**src/rtl/cfa_pkg.sv**
```systemverilog
// ----------------------------------------------------------------------------
// cfa_pkg
// Shared types and codes for the contiguous fit allocator.
// ----------------------------------------------------------------------------
package cfa_pkg;

	// result status codes
	localparam logic [1:0] ST_ALLOC = 2'd0;
	localparam logic [1:0] ST_NOFIT = 2'd1;
	localparam logic [1:0] ST_FREED = 2'd2;
	localparam logic [1:0] ST_NOJOB = 2'd3;

	// placement policy codes
	localparam logic [1:0] POL_FIRST = 2'd0;
	localparam logic [1:0] POL_BEST  = 2'd1;
	localparam logic [1:0] POL_WORST = 2'd2;

	// configuration register indexes
	localparam logic REG_POLICY  = 1'b0;
	localparam logic REG_MEMSIZE = 1'b1;

	// request kinds
	localparam logic KIND_ALLOC   = 1'b0;
	localparam logic KIND_RELEASE = 1'b1;

	typedef enum logic [1:0] {
		S_IDLE,
		S_SCAN,
		S_TAG,
		S_DONE
	} state_t;

	// control broadcast from the sequencer to every cell
	typedef struct packed {
		logic shift;   // rotate the ring by one place
		logic tag;     // write job id into the head cell
		logic clear;   // free the head cell if owned by job
	} cell_ctl_t;

endpackage

```
**src/rtl/contiguous_fit_allocator.sv**
```systemverilog
// ----------------------------------------------------------------------------
// contiguous_fit_allocator
// Owner map of memory units held in a rotating ring of cells, with a
// sequencer that finds holes by first, best or worst fit and tags/releases.
// ----------------------------------------------------------------------------
// channel   | signals                                  | direction
// request   | start, busy, kind, job_id, units         | in (busy out)
// result    | done, status, start_unit, units_freed,   | out, one cycle
//           | free_units                               |
// config    | cfg_we, cfg_index, cfg_data              | in
//
// An allocate that finds a hole makes two full ring rotations: one to scan
// the holes, a second to tag the chosen run. An allocate that finds none,
// and a release, make one rotation only.
// The ring rotation length sets how long each of them takes.
// Reset clears the map at once; no clearing pass. done pulses for one
// cycle; the receiver cannot stall, start is taken whenever busy is low.
// ----------------------------------------------------------------------------
module contiguous_fit_allocator #(
	parameter int MEM_UNITS   = 128,
	parameter int JOB_ID_BITS = 5
) (
	input  logic       clk,
	input  logic       arst_n,
	input  logic       start,
	output logic       busy,
	input  logic       kind,
	input  logic [4:0] job_id,
	input  logic [7:0] units,
	output logic       done,
	output logic [1:0] status,
	output logic [7:0] start_unit,
	output logic [7:0] units_freed,
	output logic [7:0] free_units,
	input  logic       cfg_we,
	input  logic       cfg_index,
	input  logic [7:0] cfg_data
);
	import cfa_pkg::*;

	localparam int IW = $clog2(MEM_UNITS);
	localparam int CW = $clog2(MEM_UNITS + 1);
	localparam int JW = (JOB_ID_BITS < 5) ? JOB_ID_BITS : 5;
	localparam int VW = (CW > 8) ? CW : 8;

	// configuration
	logic [1:0] policy_q;
	logic [7:0] memsize_q;

	always_ff @(posedge clk or negedge arst_n) begin
		if (!arst_n) begin
			policy_q  <= POL_FIRST;
			memsize_q <= 8'd128;
		end else if (cfg_we) begin
			unique case (cfg_index)
				REG_POLICY:  policy_q  <= cfg_data[1:0];
				REG_MEMSIZE: memsize_q <= cfg_data;
				default: ;
			endcase
		end
	end

	// units in use, saturated to the ring size
	logic [CW-1:0] n_use;
	always_comb begin
		if ({24'd0, memsize_q} > MEM_UNITS)
			n_use = CW'(MEM_UNITS);
		else
			n_use = CW'(memsize_q);
	end

	// request registers
	logic                   kind_q;
	logic [JOB_ID_BITS-1:0] job_q;
	logic [7:0]             need_q;
	logic [CW-1:0]          n_q;

	// scan state
	state_t        state_q, state_d;
	logic [IW-1:0] pos_q;        // ring position at the head (unit pos+1)
	logic          last_pos;
	logic [CW-1:0] run_start_q, run_len_q;
	logic [CW-1:0] pick_q, pick_len_q;
	logic [CW-1:0] free_q, freed_q;
	logic [1:0]    st_q;

	// ring of cells
	logic [JOB_ID_BITS-1:0] own [MEM_UNITS];
	logic [JOB_ID_BITS-1:0] head_own;
	cell_ctl_t              ctl;

	// entries move towards cell 0; the last cell takes cell 0's entry
	for (genvar i = 0; i < MEM_UNITS; i++) begin : g_ring
		cfa_cell #(
			.JOB_ID_BITS(JOB_ID_BITS),
			.IS_HEAD    (i == MEM_UNITS - 1)
		) u_cell (
			.clk       (clk),
			.arst_n    (arst_n),
			.ctl       (ctl),
			.job       (job_q),
			.prev_owner(own[(i + 1) % MEM_UNITS]),
			.owner     (own[i])
		);
	end

	// entry about to pass the head: cell 0 holds unit pos_q+1
	assign head_own = own[0];
	assign last_pos = (pos_q == IW'(MEM_UNITS - 1));

	logic          in_use;
	logic          is_free;
	logic [CW-1:0] pos_ext;
	assign pos_ext = CW'(pos_q);
	assign in_use  = pos_ext < n_q;
	assign is_free = (head_own == '0);

	// candidate hole closing at this step
	logic          close_hole;
	logic [CW-1:0] cand_len;
	logic          better;
	logic          run_cont;
	assign run_cont = in_use && is_free;
	assign cand_len = run_len_q + CW'(run_cont);
	// hole ends when this entry is not free or out of use, or at the ring end
	assign close_hole = (run_len_q != '0 && !run_cont) ||
		(run_cont && last_pos);
	always_comb begin
		better = 1'b0;
		if (VW'(need_q) <= VW'(cand_len)) begin
			if (pick_q == '0)
				better = 1'b1;
			else if (policy_q == POL_BEST)
				better = cand_len < pick_len_q;
			else if (policy_q == POL_WORST)
				better = cand_len > pick_len_q;
		end
	end

	logic start_ok;
	assign start_ok = start && !busy;

	// datapath
	logic valid_alloc;
	assign valid_alloc = (job_q != '0) && (need_q != '0);

	// tag window during second rotation
	logic          in_run;
	logic [CW:0]   run_end;
	assign run_end = {1'b0, pick_q} + {1'b0, CW'(need_q)} - 1'b1;
	assign in_run  = ({1'b0, pos_ext} + 1'b1 >= {1'b0, pick_q}) &&
		({1'b0, pos_ext} + 1'b1 <= run_end) && in_use;

	// pick after this scan step is non-zero
	function automatic logic pick_d_nz();
		pick_d_nz = (pick_q != '0) || (valid_alloc && close_hole && better);
	endfunction

	// next state
	always_comb begin
		state_d = state_q;
		unique case (state_q)
			S_IDLE: if (start_ok) state_d = S_SCAN;
			S_SCAN: if (last_pos)
				state_d = (kind_q == KIND_ALLOC && pick_d_nz()) ? S_TAG : S_DONE;
			S_TAG:  if (last_pos) state_d = S_DONE;
			S_DONE: state_d = S_IDLE;
			default: state_d = S_IDLE;
		endcase
	end

	// cell control
	always_comb begin
		ctl = '0;
		unique case (state_q)
			S_SCAN: begin
				ctl.shift = 1'b1;
				ctl.clear = (kind_q == KIND_RELEASE) && in_use && job_q != '0;
			end
			S_TAG: begin
				ctl.shift = 1'b1;
				ctl.tag   = in_run;
			end
			default: ;
		endcase
	end

	always_ff @(posedge clk or negedge arst_n) begin
		if (!arst_n)
			state_q <= S_IDLE;
		else
			state_q <= state_d;
	end

	always_ff @(posedge clk) begin
		unique case (state_q)
			S_IDLE: if (start_ok) begin
				kind_q      <= kind;
				job_q       <= JOB_ID_BITS'(job_id[JW-1:0]);
				need_q      <= units;
				n_q         <= n_use;
				pos_q       <= '0;
				run_start_q <= '0;
				run_len_q   <= '0;
				pick_q      <= '0;
				pick_len_q  <= '0;
				free_q      <= '0;
				freed_q     <= '0;
			end
			S_SCAN: begin
				pos_q <= last_pos ? '0 : pos_q + 1'b1;
				if (kind_q == KIND_ALLOC) begin
					if (run_cont) begin
						if (run_len_q == '0) run_start_q <= pos_ext + 1'b1;
						run_len_q <= run_len_q + 1'b1;
					end else begin
						run_len_q <= '0;
					end
					if (valid_alloc && close_hole && better) begin
						pick_q     <= (run_len_q == '0) ? pos_ext + 1'b1 : run_start_q;
						pick_len_q <= cand_len;
					end
					free_q <= free_q + CW'(run_cont);
				end else begin
					if (in_use && job_q != '0 && head_own == job_q) begin
						freed_q <= freed_q + 1'b1;
						free_q  <= free_q + 1'b1;
					end else begin
						free_q <= free_q + CW'(run_cont);
					end
				end
				if (last_pos) begin
					if (kind_q == KIND_RELEASE)
						st_q <= (freed_q != '0 ||
							(in_use && job_q != '0 && head_own == job_q))
							? ST_FREED : ST_NOJOB;
					else
						st_q <= pick_d_nz() ? ST_ALLOC : ST_NOFIT;
				end
			end
			S_TAG: begin
				pos_q <= last_pos ? '0 : pos_q + 1'b1;
				if (in_run) free_q <= free_q - 1'b1;
			end
			default: ;
		endcase
	end

	// result
	assign busy        = (state_q != S_IDLE);
	assign done        = (state_q == S_DONE);
	assign status      = st_q;
	assign start_unit  = (st_q == ST_ALLOC) ? 8'(pick_q) : 8'd0;
	assign units_freed = 8'(freed_q);
	assign free_units  = 8'(free_q);

`ifndef NO_ASSERTIONS
	a_done_one: assert property (@(posedge clk) disable iff (!arst_n)
		done |=> !done) else $error("done held");
	a_start_busy: assert property (@(posedge clk) disable iff (!arst_n)
		start_ok |=> busy) else $error("start not taken");
	a_tag_alloc: assert property (@(posedge clk) disable iff (!arst_n)
		state_q == S_TAG |-> kind_q == KIND_ALLOC && pick_q != '0)
		else $error("tag without pick");
	a_free_range: assert property (@(posedge clk) disable iff (!arst_n)
		done |-> free_q <= n_q) else $error("free count too big");
`endif
endmodule

```
**src/rtl/cfa_cell.sv**
```systemverilog
// ----------------------------------------------------------------------------
// cfa_cell
// One owner entry of the rotating unit ring; takes its neighbour's entry on
// each shift, and the head cell may be tagged or freed on the way through.
// ----------------------------------------------------------------------------
module cfa_cell #(
	parameter int JOB_ID_BITS = 5,
	parameter bit IS_HEAD     = 1'b0
) (
	input  logic                   clk,
	input  logic                   arst_n,
	input  cfa_pkg::cell_ctl_t     ctl,
	input  logic [JOB_ID_BITS-1:0] job,
	input  logic [JOB_ID_BITS-1:0] prev_owner,
	output logic [JOB_ID_BITS-1:0] owner
);
	import cfa_pkg::*;

	logic [JOB_ID_BITS-1:0] owner_q;
	logic [JOB_ID_BITS-1:0] nxt;

	// head cell modifies the entry as it passes in from the tail
	always_comb begin
		nxt = prev_owner;
		if (IS_HEAD) begin
			if (ctl.tag)
				nxt = job;
			else if (ctl.clear && prev_owner == job)
				nxt = '0;
		end
	end

	always_ff @(posedge clk or negedge arst_n) begin
		if (!arst_n)
			owner_q <= '0;
		else if (ctl.shift)
			owner_q <= nxt;
	end

	assign owner = owner_q;
endmodule
```
**config.mk**
```make
export PLATFORM = sky130hd
export DESIGN_NAME = contiguous_fit_allocator
export DESIGN_NICKNAME = d
export VERILOG_FILES = /design/src/rtl/cfa_pkg.sv /design/src/rtl/contiguous_fit_allocator.sv /design/src/rtl/cfa_cell.sv
export SDC_FILE = /design/constraint.sdc
export NUM_CORES = 2
export LEC_CHECK = 0
export BUFFER_PORTS_ARGS = -buffer_cell sky130_fd_sc_hd__clkbuf_2
export CORE_MARGIN = 2
export CORE_UTILIZATION = 50
export DETAILED_ROUTE_END_ITERATION = 16
export PLACE_DENSITY = 0.66
export REMOVE_ABC_BUFFERS = 1
export SETUP_SLACK_MARGIN = 0.4
export SLEW_MARGIN = 5
export SYNTH_ARGS = -nofsm -noshare
export SYNTH_HDL_FRONTEND = slang
export SYNTH_SLANG_ARGS = --single-unit
```
**constraint.sdc**
```tcl
create_clock -name clk -period 4.5 [get_ports clk]
set_input_delay 0.225 -clock clk [delete_from_list [all_inputs] [get_ports clk]]
set_output_delay 0.225 -clock clk [all_outputs]
set_load 0.01 [all_outputs]
```
== Word-level counts from Yosys, hierarchy flattened ==
Cells that the tools add are included.
Word-level totals
  word-level logic and storage cells: 267
  input bits: 27
  register bits after elaboration: 731
  output and inout bits: 28
Operators by class
  bitwise operators: 2
  $add $sub $neg: 11
  equal/unequal tests: 16
  multiplexer cells: 42
  magnitude comparators: 7
  reductions and logical operators: 46
Operator list (number)
  $mux 8: 16
  $pmux 8 s2: 5
  $reduce_bool 8->1: 4
  $add 8x1->8 const B: 3
  $pmux 8 s3: 1
  $ne 2x2->1 const B: 9
  $add 7x1->8 const B: 2
  $add 8x1->8: 2
  $logic_not 8->1: 2
  $logic_and 1x1->1: 15
  $mux 7: 2
  $pmux 7 s2: 1
  $reduce_and 4->1: 3
  $mux 1: 10
  $mux 5: 2
  $reduce_and 2->1: 5
  $add 8x8->9: 1
  $ge 9x8->1: 1
  $le 8x9->1: 1
  $reduce_and 3->1: 3
  $sub 9x1->9 const B: 1
  $gt 8x8->1: 1
  $gt 8x8->1 const B: 1
  $le 8x8->1: 1
  other kinds (19): 32

== Longest topological paths before layout ==
  depth in word-level cells: 14
  gate-level depth with buffers: 19

== By module ==
A second synthesis with hierarchy kept.
Unflattened totals
  cells, all modules: 1899
  area, all modules: 29537.1 um^2
Modules (own cells, without submodules)
  cfa_cell (g_ring[0].u_cell ...): sequential area each 125.1 um^2, cells an instance 10, area an instance 181.4 um^2, instances 127
  contiguous_fit_allocator: sequential area each 2673.8 um^2, cells an instance 591, area an instance 6114.6 um^2, instances 1
  cfa_cell (g_ring[127].u_cell): sequential area each 125.1 um^2, cells an instance 38, area an instance 381.6 um^2, instances 1

== Worst setup path before layout ==
OpenSTA, ideal clock, no wires.
  kind: reg-to-reg
  start: register pos_q[4]
  end: register pick_len_q[0], enable pin
  required time: 4.135 ns
  clock period less this slack: 4.081 ns
  path slack: 0.419 ns
  data arrival time: 3.717 ns
  cell stages (with the launch flop): 19
  cells stage by stage: edfxtp_1 ha_1 a21oi_1 o21ai_0 a21oi_1 o21ai_0 inv_1 ha_1 ha_1 nand3_4 xor2_1 inv_1 ha_1 a21oi_1 nor2b_1 a221o_1 o21bai_1 mux2i_1 o211a_1
Between the ends
  cells in the longest elaborated chain, start to end: 11
  elaborated cells between the ends (all ways): 19
  classes of those cells: add/sub (1); order compare (4); eq/ne (2); mux (4); reduce/logical (8)
Ends and longest elaborated chain
  start: declaration: line contiguous_fit_allocator.sv:80  | logic [IW-1:0] pos_q;
  start signal: assignment: line contiguous_fit_allocator.sv:211  | pos_q <= last_pos ? '0 : pos_q + 1'b1;
  start signal: assignment: line contiguous_fit_allocator.sv:242  | pos_q <= last_pos ? '0 : pos_q + 1'b1;
  $lt 7x8->1 (*): line contiguous_fit_allocator.sv:115  | assign in_use = pos_ext < n_q;
  $logic_and 1x1->1 (*): line contiguous_fit_allocator.sv:123  | assign run_cont = in_use && is_free;
  $add 8x1->8 (*): line contiguous_fit_allocator.sv:124  | assign cand_len = run_len_q + CW'(run_cont);
  named net cand_len[4]: line contiguous_fit_allocator.sv:120  | logic [CW-1:0] cand_len;
  $gt 8x8->1: line contiguous_fit_allocator.sv:136  | better = cand_len > pick_len_q;
  $mux 1: line contiguous_fit_allocator.sv:135  | else if (policy_q == POL_WORST)
  $mux 1: line contiguous_fit_allocator.sv:133  | else if (policy_q == POL_BEST)
  $mux 1: line contiguous_fit_allocator.sv:131  | if (pick_q == '0)
  $mux 1 (*): line contiguous_fit_allocator.sv:130  | if (VW'(need_q) <= VW'(cand_len)) begin
  $logic_and 1x1->1 (*): line contiguous_fit_allocator.sv:219  | if (valid_alloc && close_hole && better) begin
  $ne 2x2->1 (no line) (*)
  $reduce_and 4->1 (no line) (*)
  end signal: assignment: line contiguous_fit_allocator.sv:221  | pick_len_q <= cand_len;
  end: declaration: line contiguous_fit_allocator.sv:83  | logic [CW-1:0] pick_q, pick_len_q;
The timed path passes the listed nets; every way through them passes the cells marked *.
A chain may end at the register's enable or synchronous reset.

== Worst setup path after layout ==
  start: register pos_q[2]
  end: register pick_q[4], enable pin
Between the ends
  cells in the longest elaborated chain, start to end: 11
  elaborated cells between the ends (all ways): 19
  classes of those cells: add/sub (1); order compare (4); eq/ne (2); mux (4); reduce/logical (8)
Ends and longest elaborated chain
  $lt 7x8->1: line contiguous_fit_allocator.sv:115
  $logic_and 1x1->1: line contiguous_fit_allocator.sv:123
  $add 8x1->8: line contiguous_fit_allocator.sv:124
  $gt 8x8->1: line contiguous_fit_allocator.sv:136
  $mux 1: line contiguous_fit_allocator.sv:135
  $mux 1: line contiguous_fit_allocator.sv:133
  $mux 1: line contiguous_fit_allocator.sv:131
  $mux 1: line contiguous_fit_allocator.sv:130
  $logic_and 1x1->1 (*): line contiguous_fit_allocator.sv:219
  $ne 2x2->1 (no line) (*)
  $reduce_and 4->1 (no line) (*)
  end signal: assignment: line contiguous_fit_allocator.sv:220  | pick_q <= (run_len_q == '0) ? pos_ext + 1'b1 : run_start_q;
  end: declaration: line contiguous_fit_allocator.sv:83
Mark *: on every way between the ends. The rest lies on a longest branch, timed or not.

==> metrics.md <==
| Metric | Value |
|---|---|
| Core area | 58800 sq um |
| Leak | 0.0168 uW |
| Post-Place Setup Slack | 97.4 ps |
| Setup TNS | 0 ps |
| Placement Rows | 89 |
| Crit path max fanout | 8 |
| Distinct cells, synth | 66 |
| Worst Setup Start Kind | flop |
| P_int | 15000 uW |
| CTS Buf Count | 76 |
| Wire per inst | 15.8 microns |
| Total grt overflow | 0 |
| N_diodes | 0 |
| Final Setup Violations | 0 |
| Max reg flops | 640 |
| Worst min path class | in -> reg |
| Commonest non-fill, non-tap cell in the layout | dfrtp_1 |
| RSZ-0062 raised after global routing | true |
| # IOs | 55 |
| # DRC | 0 |
| Die area | 61200 sq um |
| Worst Max-Slew Pin Slew | 1060 ps |
| WP data arrival | 4240 ps |
| Net load switching power | 7180 uW |
| PD cells | 653 nW/um^2 |
| Clock tree buffer depth | 3 |
| MaxCap Viol Count | 0 |
| Dpl cells | 2709 |
| Ys async rst share | 89.2% |
| Most frequent cells in the layout | 651 x dfrtp_1, 647 x mux2_2, 80 x clkbuf_16 |
| VDD IR max | 0.000936 V |
| Port-buffer cells | 54 |
| Synthesis-stage register bit count | 731 |
| Area Growth Syn to Fin | 14.4% |
| Hold Fails Final Rpt | 0 |
| Reg2reg setup slack | 570 ps |
| Filler Cell Count | 4641 |
| H-tree depth | 3 |
| WHS | 155 ps |
| Initial antenna violation count | 0 |
| Max-slew violations | 0 |
| Setup ws final | 573 ps |
| Worst Setup End Kind | flop |
| CP Class | reg -> reg |
| Clk pin slew, worst setup/hold paths | 60 ps |
| Ys flop type | dfrtp_1 |
| WL final | 45600 microns |
| Gr usage total | 15.4% |
| Mapped Cells | 1951 |
| Routed Antenna Nets | 0 |
| Net Sw Frac | 32.4% |
| Pre-antenna DRT Iters | 5 |
| Initial Util | 50.4% |
| Cell Area, Synth | 29600 sq um |
| TritonCTS clock tree | done |
| Detail Placement HPWL | 27500 microns |
| Worst Path Required | 4810 ps |
| Area of the multi-input gates | 10500 sq um |
| # clock sinks | 731 |
| Largest net degree at the start of global routing | 209 |
| First-pass GRT wire length | 77700 microns |
| Combinational Power Share | 34.8% |
| Sequential share of the synthesized area | 63.1% |
| Initial DRC count | 664 |
| Period minus WS final | 3930 ps |
| Storage cell area | 18700 sq um |
| Period utilization | 87.3% |
| Syn. warnings | 0 |
| Share of cells above drive strength 1 | 42.3% |
| Gpl congestion | 0.787 |
| Nets | 2146 |
| Die Y | 247 microns |
| Max-slew headroom | 29.1% |
| Clk_skew | 35.7 ps |
| Final cell count without fillers | 2881 |
| Synthesized area per cell | 15.2 sq um |
| Placed Area | 30800 sq um |
| Clock latency on the worst-skew pair | 600 ps |
| Register share of total power | 37.2% |
| Root Buffer | clkbuf_16 |
| Post-synth EDFFs | 79 |
| Vias in the first global route | 15700 |
| DR vias | 15100 |
| DR vias/cell | 5.24 |
| Clock Power Share | 27.9% |
| Post-route cell area | 33900 sq um |
| Die X-Extent | 247 microns |
| Outcome | finished, final reports clean |
| Fmax | 0.255 GHz |
-- power by group through the flow --
stage / sequential [uW] / clock [uW] / combinational [uW]
2_1_floorplan: 7870 / 0 / 3300
3_3_place_gp: 8320 / 0 / 7280
3_5_place_dp: 8350 / 0 / 7400
4_1_cts: 8240 / 6410 / 7490
5_1_grt: 8350 / 6700 / 8470
6_report: 8240 / 6180 / 7700
-- routing by layer --
layer	share of wire (%)	routed length [microns]	global-route usage, %
met1	47	21400	21.3
met2	48	21800	24.5
met3	3.2	1450	2.85
met4	2.3	1060	5.72
met5	0	0	0
-- worst paths after layout --
kind,startpoint,end,cells past startpoint
setup reg to reg,pos_q[2],pick_q[4],18
min in group asynchronous,arst_n,g_ring[26].u_cell.owner[1],2
hold reg to reg,g_ring[11].u_cell.owner[1],g_ring[10].u_cell.owner[1],1
max in group asynchronous,arst_n,g_ring[91].u_cell.owner[0],3
setup / recovery,pos_q[2],pick_q[4],18
hold / removal,start,state_q[1],4
-- layout make-up --
cell class	count	area share, %
Multi-Input combinational cell	1061	31.0
Clock buffer	119	7.05
Tap cell	773	2.86
Timing Repair Buffer	113	2.78
Inverter	71	0.787
Sequential cell	731	55.2
Clock inverter	13	0.373
-- timing repair --
action | CTS | global route
hold endpoints to repair | 109 | 0
gates cloned | 0 | 1
endpoints found under the setup margin | 18 | 19
resized for setup | 6 | 25
hold buffers | 25 | 0
pin swaps | 0 | 16
buffers inserted | 1 | 13
-- cells by family after synthesis --
group	after synthesis	share of synthesized area [%]
AND/OR/NAND/NOR	196	3.44
buffers and inverters	159	2.03
flip-flops	731	63.1
multiplexers	654	24.8
AO/OA/AOI/OAI	98	2.32
XOR/XNOR	48	1.47
adder cells (fa/ha/maj)	65	2.77
-- through the flow --
stage / total power [uW] / util (%)
6_report: 22100 / 57.6
5_1_grt: 23500 / 57.6
4_1_cts: 22100 / 57.2
3_5_place_dp: 15800 / 52.4
3_3_place_gp: 15600 / 52.4
2_1_floorplan: 11200 / -
-- worst max-delay path, cell delays in order (launching register included) --
cell and delay, ps:
edfxtp_1 430, ha_4 300, nand2_1 60, o21ai_2 170, a21oi_2 100, o21ai_2 230, inv_2 80, ha_4 180
nand3_1 110, xor2_2 220, ha_1 280, nand2_1 100, o2111a_1 200, a211oi_1 60, o21ai_1 190, a32oi_2 100
o31ai_2 290, o211a_1 330, clkbuf_16 200
-- synthesized netlist by cell type (2+ instances only) --
master | n | share of area, %
nor3_1 | 14 | 0.24
o21ai_0 | 17 | 0.29
or3_1 | 3 | 0.063
nor2b_1 | 22 | 0.46
or2_2 | 3 | 0.063
edfxtp_1 | 79 | 8.0
xor2_1 | 28 | 0.83
o21ai_2 | 2 | 0.059
clkbuf_1 | 77 | 0.98
o211ai_1 | 5 | 0.13
nand4_1 | 5 | 0.11
o31ai_1 | 2 | 0.051
buf_2 | 4 | 0.068
a21oi_1 | 23 | 0.39
nand3_1 | 30 | 0.51
nand2b_1 | 5 | 0.11
and3_1 | 8 | 0.17
xnor2_1 | 19 | 0.56
mux2i_1 | 7 | 0.24
o21a_1 | 2 | 0.051
nor4b_1 | 2 | 0.059
nor2_1 | 59 | 0.75
a21o_1 | 5 | 0.13
and2_1 | 4 | 0.085
ha_1 | 64 | 2.7
o311ai_1 | 3 | 0.089
a221o_1 | 7 | 0.24
mux2_2 | 647 | 25
buf_1 | 7 | 0.089
o22ai_1 | 3 | 0.063
a211oi_1 | 9 | 0.23
nor4_1 | 4 | 0.085
a31oi_1 | 3 | 0.063
inv_1 | 71 | 0.90
or4_1 | 4 | 0.10
o21bai_1 | 2 | 0.051
dfrtp_1 | 651 | 55
nand2_1 | 23 | 0.29
No activity file was read; power rests on OpenSTA's default activity.
